## config.mk

```make
export PLATFORM = sky130hd
export DESIGN_NAME = gah_front
export DESIGN_NICKNAME = d
export VERILOG_FILES = /design/src/design/gah_pkg.sv /design/src/design/gah_front.sv
export SDC_FILE = /design/constraint.sdc
export NUM_CORES = 1
export LEC_CHECK = 0
export BUFFER_PORTS_ARGS = -buffer_cell sky130_fd_sc_hd__buf_2
export CAP_MARGIN = 20
export CORE_ASPECT_RATIO = 2
export CORE_UTILIZATION = 40
export DETAILED_ROUTE_END_ITERATION = 6
export REMOVE_ABC_BUFFERS = 1
export SYNTH_ARGS = -nofsm -noshare
export SYNTH_HDL_FRONTEND = slang
export SYNTH_SLANG_ARGS = --single-unit
```

## constraint.sdc

```tcl
create_clock -name clk_i -period 4.2 [get_ports clk_i]
set_input_delay 0.84 -clock clk_i [delete_from_list [all_inputs] [get_ports clk_i]]
set_output_delay 0.84 -clock clk_i [all_outputs]
set_load 0.02 [all_outputs]
```

## src/design/gah_pkg.sv

```systemverilog
// ----------------------------------------------------------------------------
// gah_pkg: shared types and codes of the generational handle allocator
// Request codes, result status codes, the front-to-back request record and
// the back-end sequencer states.
// ----------------------------------------------------------------------------
package gah_pkg;

  localparam int unsigned GenW = 32;
  localparam int unsigned TagW = 32;
  localparam logic [GenW-1:0] GenMax = '1;

  typedef enum logic [1:0] {
    OP_ALLOC   = 2'd0,
    OP_RELEASE = 2'd1,
    OP_FIND    = 2'd2,
    OP_RSVD    = 2'd3
  } op_e;

  typedef enum logic [1:0] {
    KIND_ALLOC,
    KIND_RELEASE,
    KIND_FIND,
    KIND_BAD
  } kind_e;

  typedef enum logic [1:0] {
    STATUS_OK        = 2'd0,
    STATUS_FULL      = 2'd1,
    STATUS_INVALID   = 2'd2,
    STATUS_EXHAUSTED = 2'd3
  } status_e;

  typedef enum logic {
    BK_WAIT,
    BK_EXEC
  } state_e;

  // Request record as it leaves the front queue (the index travels apart,
  // since its width follows the slot count).
  typedef struct packed {
    kind_e           kind;
    logic [GenW-1:0] gen;
    logic [TagW-1:0] tag;
  } req_t;

  typedef struct packed {
    logic [GenW-1:0] gen;
    logic [TagW-1:0] owner;
  } slot_t;

endpackage

```

## src/design/gah_front.sv

```systemverilog
// ----------------------------------------------------------------------------
// gah_front: request intake
// Decodes the operation code of each request and holds up to two decoded
// requests in a small queue until the back end takes them.
// ----------------------------------------------------------------------------
module gah_front import gah_pkg::*; #(
  parameter int unsigned IdxW = 10
) (
  input  logic            clk_i,
  input  logic            rst_ni,
  input  logic            push_i,
  input  logic [1:0]      op_i,
  input  logic [IdxW-1:0] idx_i,
  input  logic [GenW-1:0] gen_i,
  input  logic [TagW-1:0] tag_i,
  output logic            full_o,
  output logic            valid_o,
  input  logic            pop_i,
  output req_t            req_o,
  output logic [IdxW-1:0] idx_o
);

  req_t            req_mem [2];
  logic [IdxW-1:0] idx_mem [2];
  logic            wr_ptr_q, wr_ptr_d;
  logic            rd_ptr_q, rd_ptr_d;
  logic [1:0]      count_q, count_d;
  req_t            req_in;
  logic            do_push, do_pop;

  always_comb begin
    req_in.gen = gen_i;
    req_in.tag = tag_i;
    unique case (op_e'(op_i))
      OP_ALLOC:   req_in.kind = KIND_ALLOC;
      OP_RELEASE: req_in.kind = KIND_RELEASE;
      OP_FIND:    req_in.kind = KIND_FIND;
      default:    req_in.kind = KIND_BAD;
    endcase
  end

  assign full_o  = (count_q == 2'd2);
  assign valid_o = (count_q != 2'd0);
  assign do_push = push_i && !full_o;
  assign do_pop  = pop_i && valid_o;

  always_comb begin
    wr_ptr_d = wr_ptr_q ^ do_push;
    rd_ptr_d = rd_ptr_q ^ do_pop;
    count_d  = count_q + {1'b0, do_push} - {1'b0, do_pop};
  end

  always_ff @(posedge clk_i or negedge rst_ni) begin
    if (!rst_ni) begin
      wr_ptr_q <= 1'b0;
      rd_ptr_q <= 1'b0;
      count_q  <= 2'd0;
    end else begin
      wr_ptr_q <= wr_ptr_d;
      rd_ptr_q <= rd_ptr_d;
      count_q  <= count_d;
    end
  end

  always_ff @(posedge clk_i) begin
    if (do_push) begin
      req_mem[wr_ptr_q] <= req_in;
      idx_mem[wr_ptr_q] <= idx_i;
    end
  end

  assign req_o = req_mem[rd_ptr_q];
  assign idx_o = idx_mem[rd_ptr_q];

endmodule

```

Word-level counts from Yosys, hierarchy flattened
Memories as Yosys holds them, arrays and structs flattened.
Cells that the tools add are included.
Cells by class
  add/subtract/negate cells: 2
  equal/unequal tests: 3
  muxes and demuxes: 3
  bitwise gates (word level): 2
  reduce and logical (&&, ||, !) cells: 5
Operators by type and width (number)
  one-hot mux 2 bit (3 select lines): 1
  == test 2 bit, second input constant: 2
  adder 2 x 1 -> 2 bit: 1
  == test 2 x 1 -> 1 bit, second input constant: 1
  logical AND 1 bit: 2
  logical NOT 2 bit: 1
  two-way mux 1 bit: 2
  nonzero test 2 bit: 1
  subtractor 2 x 1 -> 2 bit: 1
  bitwise XOR 1 bit: 2
  logical NOT 1 bit: 1
Word-level totals
  bits in registers: 4
  bits in writable memories: 152
  input bits: 80
  output and inout bits: 78
  logic and storage cells: 20
  memories kept: 2
Memory list
  req_mem: words 2, bits a word 66, rd ports 1, clocked after Yosys merged registers in 0, write ports 1, RTL line gah_front.sv:23  | req_t req_mem [2];
  idx_mem: words 2, bits a word 10, rd ports 1, clocked after Yosys merged registers in 0, write ports 1, RTL line gah_front.sv:24  | logic [IdxW-1:0] idx_mem [2];

Logic depth before layout (Yosys ltp)
Gate-level depths: netlist (run 1).
  depth in word-level cells: 5
  mapped depth: 7
  gate-level depth less buffers: 7

Least setup slack after synthesis (run 1)
Ideal clock, no wire load.
  path kind: input to register
  from: input port push_i
  to: memory idx_mem[1][0] (enable)
  arrival time: 2.799 ns
  data required time: 3.757 ns
  setup slack: 0.958 ns
  stages on the path: 2
  buffers on the path: 0
  cell sequence: and2_1 ha_1
On the way
  longest elaborated chain between the ends: 3
Ends and longest elaborated chain
  from (decl): RTL line gah_front.sv:11  | input logic push_i,
  logical AND 1 bit: RTL line gah_front.sv:44  | assign do_push = push_i && !full_o;
  two-way mux 1 bit: RTL line gah_front.sv:66  | if (do_push) begin
  two-way mux 1 bit (implied by the code): RTL line gah_front.sv:68  | idx_mem[wr_ptr_q] <= idx_i;
  to (decl): RTL line gah_front.sv:24
Every way passes these cells.

==> results of run 1 <==
==> power groups by stage <==
stage               logic, W  registers (W)  clock network (W)
floorplan            0.00121        0.00236                  0
global placement     0.00173        0.00233                  0
detailed placement   0.00176        0.00236                  0
CTS                  0.00177        0.00232            0.00154
global route         0.00188        0.00234            0.00159
finish               0.00176        0.00231            0.00150
==> registers in the layout, indices dropped and copies added, names as in the netlist <==
name      count
req_mem     132
count_q       2
wr_ptr_q      1
rd_ptr_q      1
idx_mem      20
==> path summary, 6_finish.rpt <==
| kind | start | end | slack [ps] | cells after the start |
|---|---|---|---|---|
| worst max-delay path | rd_ptr_q | req_o[22] | 1220 | 3 |
| worst min-delay path | rst_ni | count_q[0] | 210 | 1 |
| worst max register to register | count_q[1] | req_mem[0][27] | 2230 | 4 |
| worst min register to register | count_q[1] | count_q[1] | 550 | 1 |
| max in group asynchronous | rst_ni | rd_ptr_q | 3850 | 1 |
| min in group clk_i | count_q[1] | count_q[1] | 550 | 1 |
==> cell usage in the layout (no fill, tap or decap), types with 3 or more instances in the layout <==
master,netlist,routed
buf_2,4,157
clkbuf_16,0,17
clkinvlp_4,0,3
dfrtp_1,4,3
edfxtp_1,152,152
inv_1,4,4
inv_6,0,6
mux2_2,46,46
mux2_4,30,30
==> area by class of cell <==
cell class                      instances  area [µm²]
Multi-Input combinational cell         88        1100
Fill cell                            1212        6880
Sequential cell                       156        4670
Inverter                                4        15.0
Clock buffer                           17         425
Tap cell                              192         240
Antenna cell                            2        5.00
Timing Repair Buffer                  160         853
Clock inverter                         15         161
==> Yosys cell counts (all sizes together) <==
cell type,instances,area share
xnor2,2,0.0030
buf,9,0.015
inv,4,0.0026
nand2b,1,0.0011
ha,4,0.0086
nand2,1,0.00064
mux2,76,0.17
clkbuf,2,0.0013
xor2,1,0.0015
edfxtp,152,0.78
dfrtp,4,0.017
o21a,1,0.0013
and2,1,0.0011
or2,1,0.0011
==> worst register-to-register path: cells and delay by family (launching register included) <==
kind	cells	cell delay (ps)
flops	1	420
buf+inv	1	310
simple gates	2	360
fa+ha+maj	1	540
==> cell families after synthesis <==
| kind of cell | after synthesis | synth area share |
|---|---|---|
| xor gates and xnor gates | 3 | 0.00449 |
| DFF | 156 | 0.797 |
| and+or+nand+nor | 4 | 0.00385 |
| buffers and inverters | 15 | 0.0188 |
| adders and majority gates | 4 | 0.00856 |
| muxes | 76 | 0.166 |
| AOI/OAI and AO/OA | 1 | 0.00128 |
==> layer usage <==
metal	vias up	wire [µm]	GRT usage	part of all wire
met4	4	363	0.0963	0.034
met2	104	6240	0.278	0.59
met1	1417	3510	0.135	0.33
li1	1355	-	-	-
met3	28	529	0.0396	0.050
met5	-	22	0	0.0021
==> stage by stage <==
step | std cells | area [µm²] | worst slack (ps)
after CTS | 630 | 7420 | 1170
after global placement | 598 | 6830 | 1660
after floorplan | 248 | 5750 | 618
after detailed placement | 598 | 6830 | 1630
final | 634 | 7470 | 1220
after global routing | 633 | 7470 | 1130
==> flow_metrics.tcl, run 1 <==
set metrics [dict create \
    synth_cells 259 \
    wirelength_um 10700 \
    swShare 0.320 \
    nets 511 \
    worstPathMaxFanout 39 \
    final-setup-viol-count 0 \
    arrival_ps 2140 \
    dp_hpwl_um 7030 \
    cts_buffer_depth 2 \
    clkPwrFrac 0.270 \
    crit_type "flip-flop to primary output" \
    overflow 0 \
    cts_tree "built" \
    grt_first_pass_wirelength_um 16100 \
    io_pins 158 \
    status "completed" \
    worstMarginPinSlew_ps 627 \
    slew_violations 0 \
    synth.distinct_cells 17 \
    dieArea_um2 15100 \
    total_leakage_power_nw 2.89 \
    maxCapViolCount 0 \
    power_density_nw_per_um2 746 \
    pwr-share-comb 0.316 \
    ir_drop_v 0.000421 \
    hold_viol 0 \
    start_util 0.408 \
    skew_ps 8.75 \
    cts_buffers 17 \
    drc 0 \
    synth_seq_cells 156 \
    finalPower_w 0.00557 \
    period_minus_slack_ps 2980 \
    antenna_found_initial 4 \
    routedWlPerCell_um 16.8 \
    grt_usage 0.150 \
    grt_pass1_vias 3209 \
    cts_resized 0 \
    cts_setup_buffers 0 \
    num_rows 62 \
    switchingPower_w 0.00178 \
    layout-drive-gt1-share 0.616 \
    syn_area_per_cell_um2 22.6 \
    synth_area_um2 5850 \
    crit_required_ps 3360 \
    fp.dieW_um 87.5 \
    ys_warn_count 0 \
    area_growth_pct 27.7 \
    fin_util 0.520 \
    intPower_w 0.00379 \
    hold_ws_ps 214 \
    path_buf_inv 2 \
    seq_area_frac_synth 0.797 \
    worstSkewPairLatency_ps 420 \
    slowest_stage "dfrtp_4" \
    grt_max_degree 77 \
    hold_path_class "input pin to asynchronous set/reset pin" \
    critPathCaptureType "primary output" \
    cp_cell_sequence "buf_12 -> mux2_2 -> buf_2" \
    startpoint_type "flip-flop" \
    tns_ps 0 \
    first_iter_violations 141 \
    place.port_buffers 157 \
    rsz0062_at_grt "no" \
    clock-sinks 156 \
    viasPerCell 4.59 \
    dr_total_vias 2908 \
    pwr-share-seq 0.414 \
    fin_crit_sh 0.711 \
    cts_hold_buf 0 \
    htreeDepth 4 \
    clockRootBuffer "clkbuf_16" \
    slew_headroom 0.582 \
    max_stage_delay_ps 830 \
    fp.coreArea_um2 14400 \
    drt.antenna.violating_nets 0 \
    drt-pass1-iter-count 4 \
    critPathTopFamily "flip-flops" \
    die_y_um 173 \
    routabilityCongestion 0.701 \
    max_freq_mhz 335 \
    clk_pin_slew_ps 70 \
]
No activity file was read; power rests on OpenSTA's default activity.
==> run 2, diff against run 1 <==
ABC_AREA = 1   (was not set)
PLACE_DENSITY = 0.66   (was not set)
clock period = 2.4 ns   (was 4.2 ns; I/O delays follow)
==> run 2 against run 1 <==
Net effect:
- non-clock buffer count grew 7
- critical path depth grew 2
- hold slack gained 43 ps
- clock skew shrank 2.7 ps
- via count grew 27%
- flip-flop and latch count is the same
- utilization grew 0.87 points
- critical path type unchanged
- largest power group unchanged
==> flow_metrics.tcl, run 2 <==
set metrics [dict create \
    dieArea_um2 15000 \
    clk_pin_slew_ps 60 \
    grt_usage 0.167 \
    routedWlPerCell_um 15.2 \
    dpl.cell_count 766 \
    die_y_um 172 \
    fp.coreArea_um2 14000 \
    antenna_found_initial 2 \
    synth_edf_count 152 \
    synth_top_area_cell "edfxtp_1" \
    num_rows 61 \
    skew_ps 6.00 \
    routabilityCongestion 0.774 \
    register_area_um2 4670 \
    synth_cells 430 \
    grt_pass1_vias 3729 \
    synth.most_common_cell "nand2_1" \
    worstPathMaxFanout 47 \
    nets 681 \
    power_density_nw_per_um2 1330 \
    startpoint_type "flip-flop" \
    hold_path_class "input pin to flip-flop" \
    drt.antenna.violating_nets 0 \
    rsz0062_at_grt "no" \
    cts_buffers 17 \
    fin_crit_sh 0.871 \
    io_pins 158 \
    hold_viol 0 \
    r2r_end "req_mem[1][3]" \
    hold_ws_ps 257 \
    seq_area_frac_synth 0.805 \
    critPathCaptureType "primary output" \
    dp_hpwl_um 8500 \
    fin_cells 801 \
    synth.distinct_cells 13 \
    crit_type "flip-flop to primary output" \
    r2r-start "count_q[1]" \
    cts_buffer_depth 2 \
    grt_max_degree 48 \
    synth_seq_cells 156 \
    clock-sinks 156 \
    cts_setup_buffers 0 \
    slew_violations 0 \
    total_leakage_power_nw 3.21 \
    rrSetupSlack_ps 660 \
    hold_start "idx_i[7]" \
    first_iter_violations 171 \
    largest_register "req_mem" \
    period_minus_slack_ps 2090 \
    drc 0 \
    synth_ff_type "edfxtp_1" \
    overflow 0 \
    holdPathStages 1 \
    reg.largest.list "req_mem: 132 flops, idx_mem: 20 flops, count_q: 2 flops" \
    grt_first_pass_wirelength_um 18000 \
    r2r_cells 5 \
    largest_reg_flops 132 \
    ir_drop_v 0.000609 \
    layout-drive-gt1-share 0.327 \
    htreeDepth 4 \
    syn_area_per_cell_um2 13.5 \
    viasPerCell 4.63 \
    clockRootBuffer "clkbuf_16" \
    final-setup-viol-count 0 \
    worstMarginPinSlew_ps 326 \
    drt-pass1-iter-count 4 \
    area_growth_pct 28.2 \
    fp.dieW_um 87.1 \
    worstHoldEndpoint "idx_mem[0][7]" \
    multi_input_area_um2 983 \
    synthTopCellsByArea "edfxtp_1 (79%), nand2_1 (15%), dfrtp_1 (1.7%)" \
    crit_required_ps 1920 \
    final_common_cell "nand2_1" \
    synthArstFlopShare 0.0256 \
    slew_headroom 0.783 \
    dr_total_vias 3706 \
    arrival_ps 1610 \
    cts_tree "built" \
    final_cell_mix "nand2_1 (237), buf_2 (157), edfxtp_1 (152), clkbuf_16 (17), inv_1 (9)" \
    place.port_buffers 157 \
    synth_area_um2 5790 \
    start_util 0.413 \
    num-fill-cells 1258 \
    synth_top_area_frac 0.788 \
    status "completed" \
    max_freq_mhz 478 \
    wirelength_um 12200 \
    fin_util 0.529 \
    maxCapViolCount 0 \
    worstSetupStartpoint "rd_ptr_q" \
    worstSkewPairLatency_ps 410 \
    ys_warn_count 0 \
    yosys-top-cells-count "nand2_1 (237), edfxtp_1 (152), buf_2 (9), inv_1 (9), buf_6 (5)" \
]
[run 2: worst max path at each step]
stage	to	depth (start not counted)
2_1_floorplan	idx_mem[1][0]	3
3_3_place_gp	req_mem[1][51]	5
3_5_place_dp	req_mem[1][51]	5
4_1_cts	req_o[58]	5
5_1_grt	req_o[58]	5
6_report	req_o[58]	5
[run 2: worst max-delay path: stages (launching register included)]
cell and delay, ps:
dfrtp_2 430, inv_4 160, buf_12 250, nand2_1 70, nand2_1 90, buf_2 170
[run 2: cell type report]
| class | instances | area share |
|---|---|---|
| inverters | 10 | 0.00539 |
| clock buffers | 18 | 0.0578 |
| diodes | 3 | 0.00101 |
| well taps | 189 | 0.0318 |
| multi-input cells | 245 | 0.132 |
| flip-flops and latches | 156 | 0.628 |
| clock inverters | 13 | 0.0192 |
| repair buffers | 167 | 0.125 |
[run 2: kinds of logic after synthesis]
logic type      after synthesis  share of synthesized area
buf+inv                      29                     0.0296
fa+ha+maj                     4                    0.00864
flops                       156                      0.805
simple gates                240                      0.156
compound gates                1                   0.000863
[run 2: through the flow]
| stage | setup WS (ps) | setup TNS [ps] | power [W] | area (µm²) |
|---|---|---|---|---|
| final | 309 | 0 | 0.00990 | 7430 |
| after global placement | 598 | 0 | 0.00736 | 6840 |
| after detailed placement | 569 | 0 | 0.00747 | 6840 |
| after CTS | 265 | 0 | 0.0100 | 7420 |
| after global routing | 186 | 0 | 0.0104 | 7430 |
| after floorplan | -525 | -108950 | 0.00606 | 5660 |
[run 2: report_power, final]
group	leakage [nW]	switching [W]	internal, W
registers	1.46	0.000161	0.00372
clock network	0.267	0.00101	0.00153
logic	1.48	0.00245	0.00103
total	3.21	0.00362	0.00628
[run 2: metal layers]
| layer | up-vias | global-route usage | part of all wire | wire length (µm) |
|---|---|---|---|---|
| met5 | - | 0 | 0 | 0 |
| met4 | 0 | 0.0848 | 0.033 | 402 |
| met3 | 24 | 0.0516 | 0.055 | 671 |
| met2 | 127 | 0.314 | 0.57 | 6960 |
| met1 | 1776 | 0.160 | 0.34 | 4120 |
| li1 | 1779 | - | - | - |
[run 2: repair_timing]
item                                   in CTS  in global routing
endpoints found under the hold margin       4                  0
gates resized for setup                     0                  0
hold buffers                                1                  0
==> run 3, diff against run 2 <==
ABC_AREA = not set   (was 1)
clock period = 1.75 ns   (was 2.4 ns; I/O delays follow)
==> run 3 against run 2 <==
Net effect:
- non-clock buffer count down 3
- the run now ends with setup timing left
- flip-flop and latch count unchanged
- largest power group unchanged
- register-to-register slack worse by 500 ps
- critical path type unchanged
- cell area up 1.2%
- total power up 35%
- cell count down 20%
- utilization down 0.51 points
==> flow_metrics.tcl, run 3 (synthesis gave the netlist of run 1 again) <==
set metrics [dict create \
    cts_buffer_depth 2 \
    grt_pass1_vias 3186 \
    r2r_cells 4 \
    area_growth_pct 28.6 \
    final_area_um2 7520 \
    cts_tree "built" \
    die_y_um 173 \
    crit_type "flip-flop to primary output" \
    slew_violations 0 \
    max_freq_mhz 494 \
    worstPathMaxFanout 39 \
    fp.dieW_um 87.5 \
    largest_register "req_mem" \
    dp_hpwl_um 7330 \
    place.port_buffers 157 \
    period_minus_slack_ps 2020 \
    reg.largest.list "req_mem: 132 flops, idx_mem: 20 flops, count_q: 2 flops" \
    slew_headroom 0.811 \
    dpl.cell_count 603 \
    startpoint_type "flip-flop" \
    worstSkewPairLatency_ps 410 \
    nets 515 \
    start_util 0.408 \
    io_pins 158 \
    drt.antenna.violating_nets 0 \
    viasPerCell 4.63 \
    grt_usage 0.148 \
    fp.coreArea_um2 14400 \
    dr_total_vias 2956 \
    overflow 0 \
    rsz0062_at_grt "yes" \
    final_cell_mix "buf_2 (157), edfxtp_1 (152), mux2_2 (46), mux2_4 (30), clkbuf_16 (17)" \
    rrSetupSlack_ps 160 \
    drc 0 \
    layout-drive-gt1-share 0.613 \
    fin_cells 638 \
    clockRootBuffer "clkbuf_16" \
    crit_required_ps 1400 \
    worstMarginPinSlew_ps 283 \
    routedWlPerCell_um 16.6 \
    endpoint "idx_o[0]" \
    top_layer_used "met5" \
    status "finished with violations" \
    num_rows 62 \
    grt_max_degree 47 \
    cp_cell_sequence "buf_12 -> mux2_2 -> buf_2" \
    fin_crit_sh 1.16 \
    drt-pass1-iter-count 4 \
    first_iter_violations 155 \
    dpl_cell_area_um2 6930 \
    r2r-start "count_q[0]" \
    htreeDepth 4 \
    violations "setup timing" \
    dieArea_um2 15100 \
    wl_met3_um 480 \
    clk_pin_slew_ps 60 \
    skew_ps 7.82 \
    antenna_found_initial 4 \
    setup_ws_ps -275 \
    worstSetupStartpoint "rd_ptr_q" \
    maxCapViolCount 0 \
    hold_path_class "input pin to flip-flop" \
    largest_reg_flops 132 \
    grt_first_pass_wirelength_um 15900 \
    routabilityCongestion 0.760 \
    num-fill-cells 1208 \
    power_density_nw_per_um2 1780 \
    drt-met1-wl_um 3410 \
    final_common_cell "buf_2" \
    critPathCaptureType "primary output" \
    cts_resized 0 \
    slowest_stage "dfrtp_4" \
    wl_met2_um 6140 \
    cts_setup_buffers 0 \
    arrival_ps 1670 \
    wirelength_um 10600 \
    clock-sinks 156 \
    r2r_end "req_mem[0][40]" \
    ir_drop_v 0.000943 \
    cts_buffers 17 \
    hold_viol 0 \
    max_stage_delay_ps 440 \
    final-setup-viol-count 76 \
    total_leakage_power_nw 2.89 \
]
## run 3: what timing repair did
action	4_1_cts	5_1_grt
hold buffers	1	0
hold endpoints to repair	4	0
pin swaps	0	0
setup endpoints to repair	76	76
## run 3: layout make-up
cell class / count / area [µm²] / share of cell area
diodes: 2 / 5.00 / 0.000665
flip-flops and latches: 156 / 4670 / 0.621
well taps: 192 / 240 / 0.0319
clock inverters: 13 / 144 / 0.0191
multi-input cells: 88 / 1100 / 0.146
inverters: 4 / 15.0 / 0.00200
repair buffers: 164 / 916 / 0.122
clock buffers: 19 / 433 / 0.0576
## run 3: critical path: cells and delay by family (launching register included)
kind / cells / cell delay, ps
flops: 1 / 440
buf+inv: 2 / 400
mux: 1 / 390
## run 3: how the worst min path moves through the flow
stage,startpoint,endpoint,slack [ps],depth (start not counted)
2_1_floorplan,rst_ni,count_q[0],50,0
3_3_place_gp,rst_ni,rd_ptr_q,170,1
3_5_place_dp,rst_ni,rd_ptr_q,170,1
4_1_cts,tag_i[21],req_mem[1][21],100,1
5_1_grt,tag_i[21],req_mem[1][21],100,1
6_report,tag_i[21],req_mem[1][21],120,1
## run 3: report_power, final
group	total, W	switching [W]	leakage (nW)	internal (W)
logic	0.00452	0.00259	1.18	0.00194
clock network	0.00352	0.00142	0.260	0.00211
registers	0.00534	0.000224	1.46	0.00511
total	0.0134	0.00422	2.89	0.00915
## run 3: layer usage
metal | track usage | vias up
li1 | - | 1361
met4 | 0.106 | 4
met2 | 0.269 | 103
met1 | 0.131 | 1457
met3 | 0.0430 | 31
met5 | 0 | -
## run 3: metrics by stage
stage               TNS [ps]   util  power (W)  hold slack [ps]  setup WS [ps]
global route          -21830  0.524     0.0140              103           -332
finish                -17570  0.524     0.0134              123           -275
detailed placement         0  0.483     0.0100              170            139
CTS                   -20030  0.524     0.0136             97.4           -314
floorplan            -277450      -    0.00831             54.4          -1340
global placement           0  0.483    0.00992              167            151
